### src/ura_pkg.sv
// Package for the unsigned radix to ASCII converter.
// Holds widths, register indexes and the sequencer state type.
// No dependencies.
`timescale 1ns / 1ps

package ura_pkg;

  // Width of the converted value and size of the digit store
  localparam int unsigned VALUE_BITS  = 64;
  localparam int unsigned STORE_DEPTH = 64;
  localparam int unsigned BIT_CNT_W   = $clog2(VALUE_BITS);
  localparam int unsigned ADDR_W      = $clog2(STORE_DEPTH);
  localparam int unsigned COUNT_W     = ADDR_W + 1;

  // Radix register and its legal range
  localparam int unsigned RADIX_W   = 5;
  localparam int unsigned DIGIT_W   = 4;
  localparam int unsigned CHAR_W    = 8;
  localparam int unsigned CFG_W     = 64;
  localparam int unsigned CFG_IDX_W = 2;

  localparam logic [RADIX_W-1:0] MIN_RADIX   = 5'd2;
  localparam logic [RADIX_W-1:0] MAX_RADIX   = 5'd16;
  localparam logic [RADIX_W-1:0] RADIX_RESET = 5'd10;

  // Digit tables after reset: "01234567" and "89abcdef"
  localparam logic [CFG_W-1:0] CHARS_LOW_RESET  = 64'h3736_3534_3332_3130;
  localparam logic [CFG_W-1:0] CHARS_HIGH_RESET = 64'h6665_6463_6261_3938;

  // Configuration register indexes
  localparam logic [CFG_IDX_W-1:0] REG_RADIX      = 2'd0;
  localparam logic [CFG_IDX_W-1:0] REG_CHARS_LOW  = 2'd1;
  localparam logic [CFG_IDX_W-1:0] REG_CHARS_HIGH = 2'd2;

  // Sequencer states
  typedef enum logic [1:0] {
    S_IDLE,
    S_DIV,
    S_READ,
    S_OUT
  } ura_state_e;

endpackage

### src/unsigned_radix_to_ascii.sv
// Unsigned radix to ASCII converter, top level.
// Depends on ura_pkg for widths, register indexes and the state type.
`timescale 1ns / 1ps

// Converts one unsigned 64-bit word into its digits in a programmable
// radix (2..16) and sends them out most significant first, one character
// per output word, the final (least significant) character flagged by last_o.
// Characters come from a 16-entry table held in two 64-bit registers.
//
// Input channel (in_valid_i/in_ready_o/value_i) takes a word only while
// the block is idle. Each digit is produced by a bit-serial restoring
// divide by the radix, one quotient bit per cycle. Digits are kept in a
// 64 x 4 store and read back in reverse order; each character passes
// through a read state (S_READ) and then an output state (S_OUT).
// A stall on out_ready_i holds the current character; no digit is lost.
// Configuration writes (cfg_we_i) take effect at once and are meant only
// while idle. Reset returns the sequencer to idle, radix to ten and the
// table to "0123456789abcdef"; the digit store is not cleared.
module unsigned_radix_to_ascii (
  input  logic                          clk_i,
  input  logic                          rst_ni,
  // input words
  input  logic                          in_valid_i,
  output logic                          in_ready_o,
  input  logic [63:0]                   value_i,
  // output words
  output logic                          out_valid_o,
  input  logic                          out_ready_i,
  output logic [ura_pkg::CHAR_W-1:0]    character_o,
  output logic                          last_o,
  // configuration writes
  input  logic                          cfg_we_i,
  input  logic [ura_pkg::CFG_IDX_W-1:0] cfg_index_i,
  input  logic [ura_pkg::CFG_W-1:0]     cfg_data_i
);

  // Configuration registers
  logic [ura_pkg::RADIX_W-1:0] radix_q;
  logic [ura_pkg::CFG_W-1:0]   chars_low_q;
  logic [ura_pkg::CFG_W-1:0]   chars_high_q;

  // Sequencer and datapath registers
  ura_pkg::ura_state_e             state_q, state_d;
  logic [ura_pkg::VALUE_BITS-1:0]  quot_q, quot_d;
  logic [ura_pkg::DIGIT_W-1:0]     rem_q, rem_d;
  logic                            nz_q, nz_d;
  logic [ura_pkg::BIT_CNT_W-1:0]   bit_cnt_q, bit_cnt_d;
  logic [ura_pkg::COUNT_W-1:0]     count_q, count_d;
  logic [ura_pkg::ADDR_W-1:0]      ptr_q, ptr_d;

  // Digit store
  logic [ura_pkg::DIGIT_W-1:0] store_mem [ura_pkg::STORE_DEPTH];
  logic                        mem_we;
  logic [ura_pkg::DIGIT_W-1:0] rd_data_q;

  // Divide step signals
  logic [ura_pkg::RADIX_W-1:0] eff_radix;
  logic [ura_pkg::RADIX_W-1:0] trial;
  logic [ura_pkg::RADIX_W-1:0] trial_sub;
  logic                        q_bit;
  logic [ura_pkg::DIGIT_W-1:0] rem_step;
  logic [ura_pkg::CFG_W-1:0]   table_word;

  // Write configuration registers; unknown indexes are dropped
  always_ff @(posedge clk_i or negedge rst_ni) begin
    if (!rst_ni) begin
      radix_q      <= ura_pkg::RADIX_RESET;
      chars_low_q  <= ura_pkg::CHARS_LOW_RESET;
      chars_high_q <= ura_pkg::CHARS_HIGH_RESET;
    end else if (cfg_we_i) begin
      case (cfg_index_i)
        ura_pkg::REG_RADIX:      radix_q      <= cfg_data_i[ura_pkg::RADIX_W-1:0];
        ura_pkg::REG_CHARS_LOW:  chars_low_q  <= cfg_data_i;
        ura_pkg::REG_CHARS_HIGH: chars_high_q <= cfg_data_i;
        default: ;
      endcase
    end
  end

  // Clamp the radix to its legal range
  always_comb begin
    if (radix_q < ura_pkg::MIN_RADIX) begin
      eff_radix = ura_pkg::MIN_RADIX;
    end else if (radix_q > ura_pkg::MAX_RADIX) begin
      eff_radix = ura_pkg::MAX_RADIX;
    end else begin
      eff_radix = radix_q;
    end
  end

  // One restoring divide step: bring in the next quotient bit from the top
  always_comb begin
    trial     = {rem_q, quot_q[ura_pkg::VALUE_BITS-1]};
    q_bit     = (trial >= eff_radix);
    trial_sub = q_bit ? (trial - eff_radix) : trial;
    rem_step  = trial_sub[ura_pkg::DIGIT_W-1:0];
  end

  // Next state and datapath
  always_comb begin
    state_d     = state_q;
    quot_d      = quot_q;
    rem_d       = rem_q;
    nz_d        = nz_q;
    bit_cnt_d   = bit_cnt_q;
    count_d     = count_q;
    ptr_d       = ptr_q;
    mem_we      = 1'b0;
    in_ready_o  = 1'b0;
    out_valid_o = 1'b0;

    case (state_q)
      ura_pkg::S_IDLE: begin
        in_ready_o = 1'b1;
        if (in_valid_i) begin
          quot_d    = value_i[ura_pkg::VALUE_BITS-1:0];
          rem_d     = '0;
          nz_d      = 1'b0;
          bit_cnt_d = '0;
          count_d   = '0;
          state_d   = ura_pkg::S_DIV;
        end
      end
      ura_pkg::S_DIV: begin
        quot_d    = {quot_q[ura_pkg::VALUE_BITS-2:0], q_bit};
        rem_d     = rem_step;
        nz_d      = nz_q | q_bit;
        bit_cnt_d = bit_cnt_q + 1'b1;
        if (bit_cnt_q == ura_pkg::BIT_CNT_W'(ura_pkg::VALUE_BITS - 1)) begin
          // digit done: store it, then divide again or start sending
          mem_we    = 1'b1;
          count_d   = count_q + 1'b1;
          rem_d     = '0;
          nz_d      = 1'b0;
          bit_cnt_d = '0;
          if (!(nz_q | q_bit) ||
              (count_q == ura_pkg::COUNT_W'(ura_pkg::STORE_DEPTH - 1))) begin
            ptr_d   = count_q[ura_pkg::ADDR_W-1:0];
            state_d = ura_pkg::S_READ;
          end
        end
      end
      ura_pkg::S_READ: begin
        state_d = ura_pkg::S_OUT;
      end
      ura_pkg::S_OUT: begin
        out_valid_o = 1'b1;
        if (out_ready_i) begin
          if (ptr_q == '0) begin
            state_d = ura_pkg::S_IDLE;
          end else begin
            ptr_d   = ptr_q - 1'b1;
            state_d = ura_pkg::S_READ;
          end
        end
      end
      default: begin
        state_d = ura_pkg::S_IDLE;
      end
    endcase
  end

  // Hold control state
  always_ff @(posedge clk_i or negedge rst_ni) begin
    if (!rst_ni) begin
      state_q   <= ura_pkg::S_IDLE;
      nz_q      <= 1'b0;
      bit_cnt_q <= '0;
      count_q   <= '0;
      ptr_q     <= '0;
      quot_q    <= '0;
    end else begin
      state_q   <= state_d;
      nz_q      <= nz_d;
      bit_cnt_q <= bit_cnt_d;
      count_q   <= count_d;
      ptr_q     <= ptr_d;
      quot_q    <= quot_d;
    end
  end

  // Remainder shift register
  always_ff @(posedge clk_i) begin
    rem_q <= rem_d;
  end

  // Digit store: write finished digit, read back at the send pointer
  always_ff @(posedge clk_i) begin
    if (mem_we) begin
      store_mem[count_q[ura_pkg::ADDR_W-1:0]] <= rem_step;
    end
    rd_data_q <= store_mem[ptr_q];
  end

  // Look up the character for the digit just read
  always_comb begin
    table_word  = rd_data_q[ura_pkg::DIGIT_W-1] ? chars_high_q : chars_low_q;
    character_o = table_word[{rd_data_q[ura_pkg::DIGIT_W-2:0], 3'b000} +: ura_pkg::CHAR_W];
    last_o      = (ptr_q == '0);
  end

  // Checks
  a_no_overlap: assert property (@(posedge clk_i) disable iff (!rst_ni)
    !(in_ready_o && out_valid_o))
    else $error("input taken while a word is on the output");

  a_rem_below_radix: assert property (@(posedge clk_i) disable iff (!rst_ni)
    (state_q == ura_pkg::S_DIV) |-> ({1'b0, rem_q} < eff_radix))
    else $error("remainder not below radix");

  a_count_bound: assert property (@(posedge clk_i) disable iff (!rst_ni)
    count_q <= ura_pkg::COUNT_W'(ura_pkg::STORE_DEPTH))
    else $error("digit count beyond store depth");

  a_accept_starts_div: assert property (@(posedge clk_i) disable iff (!rst_ni)
    (in_valid_i && in_ready_o) |=> (state_q == ura_pkg::S_DIV))
    else $error("accepted word did not start division");

  a_last_ends_run: assert property (@(posedge clk_i) disable iff (!rst_ni)
    (out_valid_o && out_ready_i && last_o) |=> (state_q == ura_pkg::S_IDLE))
    else $error("run did not end after last character");

endmodule
### config.mk
export PLATFORM = sky130hd
export DESIGN_NAME = unsigned_radix_to_ascii
export DESIGN_NICKNAME = d
export VERILOG_FILES = /design/src/ura_pkg.sv /design/src/unsigned_radix_to_ascii.sv
export SDC_FILE = /design/constraint.sdc
export NUM_CORES = 1
export LEC_CHECK = 0
export BUFFER_PORTS_ARGS = -buffer_cell sky130_fd_sc_hd__buf_2
export CAP_MARGIN = 15
export CORE_ASPECT_RATIO = 0.6
export CORE_MARGIN = 2
export CORE_UTILIZATION = 50
export CTS_BUF_LIST = sky130_fd_sc_hd__clkbuf_16
export CTS_CLUSTER_DIAMETER = 200
export DETAILED_ROUTE_END_ITERATION = 10
export HOLD_SLACK_MARGIN = 0.05
export PLACE_DENSITY = 0.66
export SYNTH_ARGS = -nofsm -noshare
export SYNTH_HDL_FRONTEND = slang
export SYNTH_SLANG_ARGS = --single-unit
### constraint.sdc
create_clock -name clk_i -period 6.77 [get_ports clk_i]
set_input_delay 1.0155 -clock clk_i [delete_from_list [all_inputs] [get_ports clk_i]]
set_output_delay 1.0155 -clock clk_i [all_outputs]
set_load 0.01 [all_outputs]
**Yosys cells after proc, flatten, opt, wreduce, memory -nomap -nowiden**

Memory sizes are Yosys's and may differ from the RTL's. A register that Yosys moved wholly into a read port is not among the register bits.
Cells that the tools add are included.

- Register bits after elaboration: 223
- Latch bits: 0
- Memory bits (writable): 256
- Bits in read-only memories: 0
- Input bits: 135
- Output and inout port bits: 11
- Logic and storage cells: 81
- Memories kept: 1

Memory list:

| name | words | bits a word | read ports | clocked after Yosys merged registers in | wr ports | RTL line | source |
|---|---|---|---|---|---|---|---|
| store_mem | 64 | 4 | 1 | 1 | 1 | unsigned_radix_to_ascii.sv:52 | `logic [ura_pkg::DIGIT_W-1:0] store_mem [ura_pkg::STORE_DEPTH];` |

- $add $sub $neg: 4
- $mul: 0
- Div/mod/pow operators: 0
- $lt $le $gt $ge: 3
- Equality and inequality tests: 12
- Shifts and indexed selects: 1
- Mux-type cells: 35
- Bitwise gates (word level): 1
- Reduce and logical (&&, ||, !) cells: 14

Operators with widths:

| cell | number |
|---|---|
| $mux W64 | 2 |
| $pmux W64 S2 | 1 |
| $shiftx A64 B7 Y8 | 1 |
| $mux W6 | 6 |
| $pmux W6 S2 | 2 |
| $mux W7 | 2 |
| $pmux W7 S2 | 1 |
| $mux W4 | 3 |
| $mux W2 | 5 |
| $mux W5 | 2 |
| $ne A2 B2 Y1 const B | 5 |
| $mux W1 | 8 |
| $pmux W2 S4 | 1 |
| $pmux W4 S2 | 1 |
| $reduce_and A2 Y1 | 4 |
| $add A7 B1 Y7 const B | 1 |
| $eq A7 B6 Y1 const B | 1 |
| $add A6 B1 Y6 const B | 1 |
| $eq A2 B2 Y1 const B | 3 |
| $eq A6 B6 Y1 const B | 1 |
| $logic_not A6 Y1 | 1 |
| $sub A6 B1 Y6 const B | 1 |
| $ge A5 B5 Y1 | 1 |
| $gt A5 B5 Y1 const B | 1 |
| other kinds (12) | 15 |

**Depth between registers and ports, before layout**

- Depth after elaboration: 10
- Gate-level depth with buffers: 12
- Depth with buffers taken out: 9

**Worst setup path before layout**

Ideal clock, no wire load.

- Path type: register to register
- Start point: register radix_q[3] in the netlist's numbering
- End point: memory store_mem[0][0] in the netlist's numbering (data pin)
- Library setup time: 552 ps
- Arrival: 3440 ps
- Data required time: 6218 ps
- Setup slack: 2777 ps
- Stages on the path, launching flop included: 9
- Path buffers: 1
- Period minus slack after synthesis: 3993 ps
- Cell sequence: dfstp_2 nor2_1 o21ai_0 ha_1 nand4_1 a21oi_1 a211o_1 buf_6 a21oi_1

- Longest elaborated chain between the ends: 5
- Elaborated cells between the ends (all ways): 7
- Those cells by class: add/sub: 1; order compare: 3; mux: 3

Ends and longest elaborated chain:

| what | RTL line | source |
|---|---|---|
| start: declaration | unsigned_radix_to_ascii.sv:38 | `logic [ura_pkg::RADIX_W-1:0] radix_q;` |
| start signal: assignment | unsigned_radix_to_ascii.sv:67 | `radix_q <= ura_pkg::RADIX_RESET;` |
| start signal: assignment | unsigned_radix_to_ascii.sv:72 | `ura_pkg::REG_RADIX: radix_q <= cfg_data_i[ura_pkg::RADIX_W-1:0];` |
| $gt A5 B5 Y1 | unsigned_radix_to_ascii.sv:84 | `end else if (radix_q > ura_pkg::MAX_RADIX) begin` |
| $mux W5 | unsigned_radix_to_ascii.sv:84 |  |
| $mux W5 (*) | unsigned_radix_to_ascii.sv:82 | `if (radix_q < ura_pkg::MIN_RADIX) begin` |
| $sub A4 B4 Y4 or $ge A5 B5 Y1 (tied branches) | unsigned_radix_to_ascii.sv:95, unsigned_radix_to_ascii.sv:94 |  |
| $mux W4 (*) | unsigned_radix_to_ascii.sv:95 | `trial_sub = q_bit ? (trial - eff_radix) : trial;` |
| via trial_sub (one bit) | unsigned_radix_to_ascii.sv:59 | `logic [ura_pkg::RADIX_W-1:0] trial_sub;` |
| end: declaration | unsigned_radix_to_ascii.sv:52 |  |

The timed path passes the listed nets; every way through them passes the cells marked *.

**Worst setup path after layout**

- Start point: register state_q[0]
- End point: memory store_mem[54][3] in the netlist's numbering, enable pin

- Longest elaborated chain between the ends: 4

Ends and longest elaborated chain:

| what | RTL line | source |
|---|---|---|
| start: declaration | unsigned_radix_to_ascii.sv:43 | `ura_pkg::ura_state_e state_q, state_d;` |
| start signal: assignment | unsigned_radix_to_ascii.sv:166 | `state_q <= ura_pkg::S_IDLE;` |
| start signal: assignment | unsigned_radix_to_ascii.sv:173 | `state_q <= state_d;` |
| $eq A2 B1 Y1 | unsigned_radix_to_ascii.sv:112 | `case (state_q)` |
| $mux W1 | unsigned_radix_to_ascii.sv:112 |  |
| $mux W1 | unsigned_radix_to_ascii.sv:189 | `if (mem_we) begin` |
| $mux W1 (implied by the code) | unsigned_radix_to_ascii.sv:190 | `store_mem[count_q[ura_pkg::ADDR_W-1:0]] <= rem_step;` |

Every way passes these cells.

==> metrics.txt <==
total CTS buffers=44; worst hold path type=in2async; Final Slew Violations=0; vias per inst=5.96; clock latency on the worst-skew pair=0.57 ns; Fillers=3,322; Resized Gates After CTS=0; post-synthesis sequential area ratio=63.6%; Max FO, Critical Path=70; Overflow after GRT=0; Die Y-Extent=163 µm; Setup CP Type=reg2reg; CTS tree=done; total negative slack=0 ns; power per cell area=429 nW/µm²; total die area=44,000 µm²; initial DRC count=1,319; Starting Density=50.5%; clock root buffer=clkbuf_16; Mean Syn Cell Area=15.1 µm²; DRC errors left=0; final hold violations=0; fmax=0.242 GHz; RSZ-0062 raised after global routing=no; Worst slew margin=24.0%; Syn Nets=1,546; Netlist cell types=58; first-pass GRT wire length=75,400 µm; Total Routing Usage GR=22.2%; DP Area=22,200 µm²; final wirelength=49,100 µm; clock buffer depth=3; via count=12,599; ys flop type=edfxtp_1; post-route ant nets=0; number of synthesized flops with an enable pin=260; synthesized instance count=1,401; CP arrival=4.35 ns; antenna violations before repair=3; asr flop ratio synth=45.3%; startpoint types=flip-flop; Post-Place Setup Slack=2.75 ns; max_cap viols=0; Setup crit end kind=flip-flop; wire per inst=23.2 µm; setup violators final=0; core box area=41,800 µm²; CP required=6.98 ns; Netlist Area Pre-Place=21,100 µm²; Area Overhead vs Synth=11.9%; Post-DP HPWL=30,500 µm; count of input and output buffers=145; Yosys Warn Count=0; Final nets=1,654; TritonCTS Sinks=483; layout cells sized above 1=35.3%; post-route setup slack=2.63 ns; largest net degree at the start of global routing=168; synthesized flop and latch total=483; leakage power=8.66 nW; Util after Layout=56.5%; post-CTS setup buffers=0; clock skew=0.0191 ns; Slew @ Worst Pin=1.14 ns; clock-pin slew on the worst setup and hold paths=0.07 ns; vias in the first global route=12,443; worst vdd ir=0.485 mV; # diodes=0; routability cong.=0.819; total power=10.1 mW; # IOs=146; period utilisation layout=61.1%; Period minus WS final=4.14 ns; Initial DRT Pass Iterations=5; run status=completed; H-tree depth=2; Die Wd=269 µm; final instance area=23,600 µm²; Cell Rows=58; CTS hold repair buffers=0
[cell usage in the layout, fill, tap and decap left out, drive strengths merged, types with 18 or more instances in the layout]
master	n
buf	159
edfxtp	260
a21oi	81
inv	18
nor2b	67
mux2	145
a22oi	71
dfstp	58
dfrtp	161
nor2	92
clkinv	23
mux4	97
nand2	44
clkbuf	47
o21ai	90
[stage by stage]
step                      instances  hold WS (ns)
final                          2115         0.362
after CTS                      2115         0.375
after global routing           2115         0.390
after floorplan                1401         0.456
after global placement         2033         0.482
after detailed placement       2033         0.488
[cells in the mapped netlist, types with 6 or more instances]
library cell | count | share of area, %
a21oi_1 | 79 | 1.9
a22oi_1 | 71 | 2.5
and3_1 | 6 | 0.18
buf_1 | 17 | 0.30
buf_2 | 25 | 0.59
buf_4 | 9 | 0.32
buf_6 | 9 | 0.48
clkbuf_1 | 36 | 0.64
dfrtp_1 | 161 | 19
dfstp_2 | 58 | 7.2
edfxtp_1 | 260 | 37
ha_1 | 9 | 0.53
inv_1 | 10 | 0.18
mux2_2 | 143 | 7.6
mux2i_1 | 11 | 0.52
mux4_2 | 97 | 10
nand2_1 | 44 | 0.78
nand3_1 | 12 | 0.28
nand3b_1 | 7 | 0.25
nor2_1 | 91 | 1.6
nor2b_1 | 67 | 2.0
o21ai_0 | 86 | 2.0
o22ai_1 | 12 | 0.36
[layer usage]
layer,vias to the layer above,GRT usage [%],wire (µm)
li1,5564,-,-
met1,6476,34.1,22900
met2,486,31.0,21000
met3,67,7.06,4440
met4,6,4.85,758
met5,-,0,34
[power by group]
group | switching (mW) | internal (mW) | leakage [nW]
Combinational | 1.79 | 1.22 | 3.03
Sequential | 0.409 | 4.27 | 4.91
Clock | 1.09 | 1.37 | 0.717
Total | 3.28 | 6.86 | 8.66
[state kept, by name (all words and copies together) (netlist names)]
register	cells
store_mem	256
chars_high_q	64
chars_low_q	64
quot_q	64
count_q	7
bit_cnt_q	6
ptr_q	6
radix_q	5
rd_data_q	4
rem_q	4
state_q	2
nz_q	1
[cell families (layout without fill, tap and decap cells)]
family	after synthesis	count (layout)	synth area share, %
XOR/XNOR	7	7	0.290
adder cells (fa/ha/maj)	10	10	0.628
flip-flops	483	483	63.6
AND/OR/NAND/NOR	257	257	6.03
multiplexers	253	253	18.6
AO/OA/AOI/OAI	283	283	8.18
buffers and inverters	108	252	2.60
[path summary, 6_finish.rpt]
| kind | from | to | slack (ns) | cells past startpoint |
|---|---|---|---|---|
| max in group asynchronous | rst_ni | chars_low_q[54] | 5.08 | 2 |
| worst min register to register | chars_high_q[14] | chars_high_q[14] | 0.50 | 1 |
| min in group clk_i | chars_high_q[14] | chars_high_q[14] | 0.50 | 1 |
| worst max-delay path | state_q[0] | store_mem[54][3] | 2.63 | 7 |
| worst max register to register | state_q[0] | store_mem[54][3] | 2.63 | 7 |
| worst min-delay path | rst_ni | quot_q[9] | 0.36 | 1 |
[worst max-delay path, stage by stage, from the launching register on]
cell	delay [ns]
dfrtp_2	1.11
inv_1	0.29
nor2_4	0.16
buf_4	0.61
nand2_1	0.21
nor2_1	0.25
nand3_1	0.59
nor2_1	0.56
[layout make-up]
type                       count  area [µm²]  area share, %
clock buffer                  47        1180           4.98
clock inverter                35         240           1.02
inverter                      11        41.3          0.175
multi-input combinational    810        7160           30.3
sequential                   483       13400           56.9
tap                          570         713           3.02
timing repair buffer         159         853           3.61
Note: power is estimated with default switching activity, not from simulation.
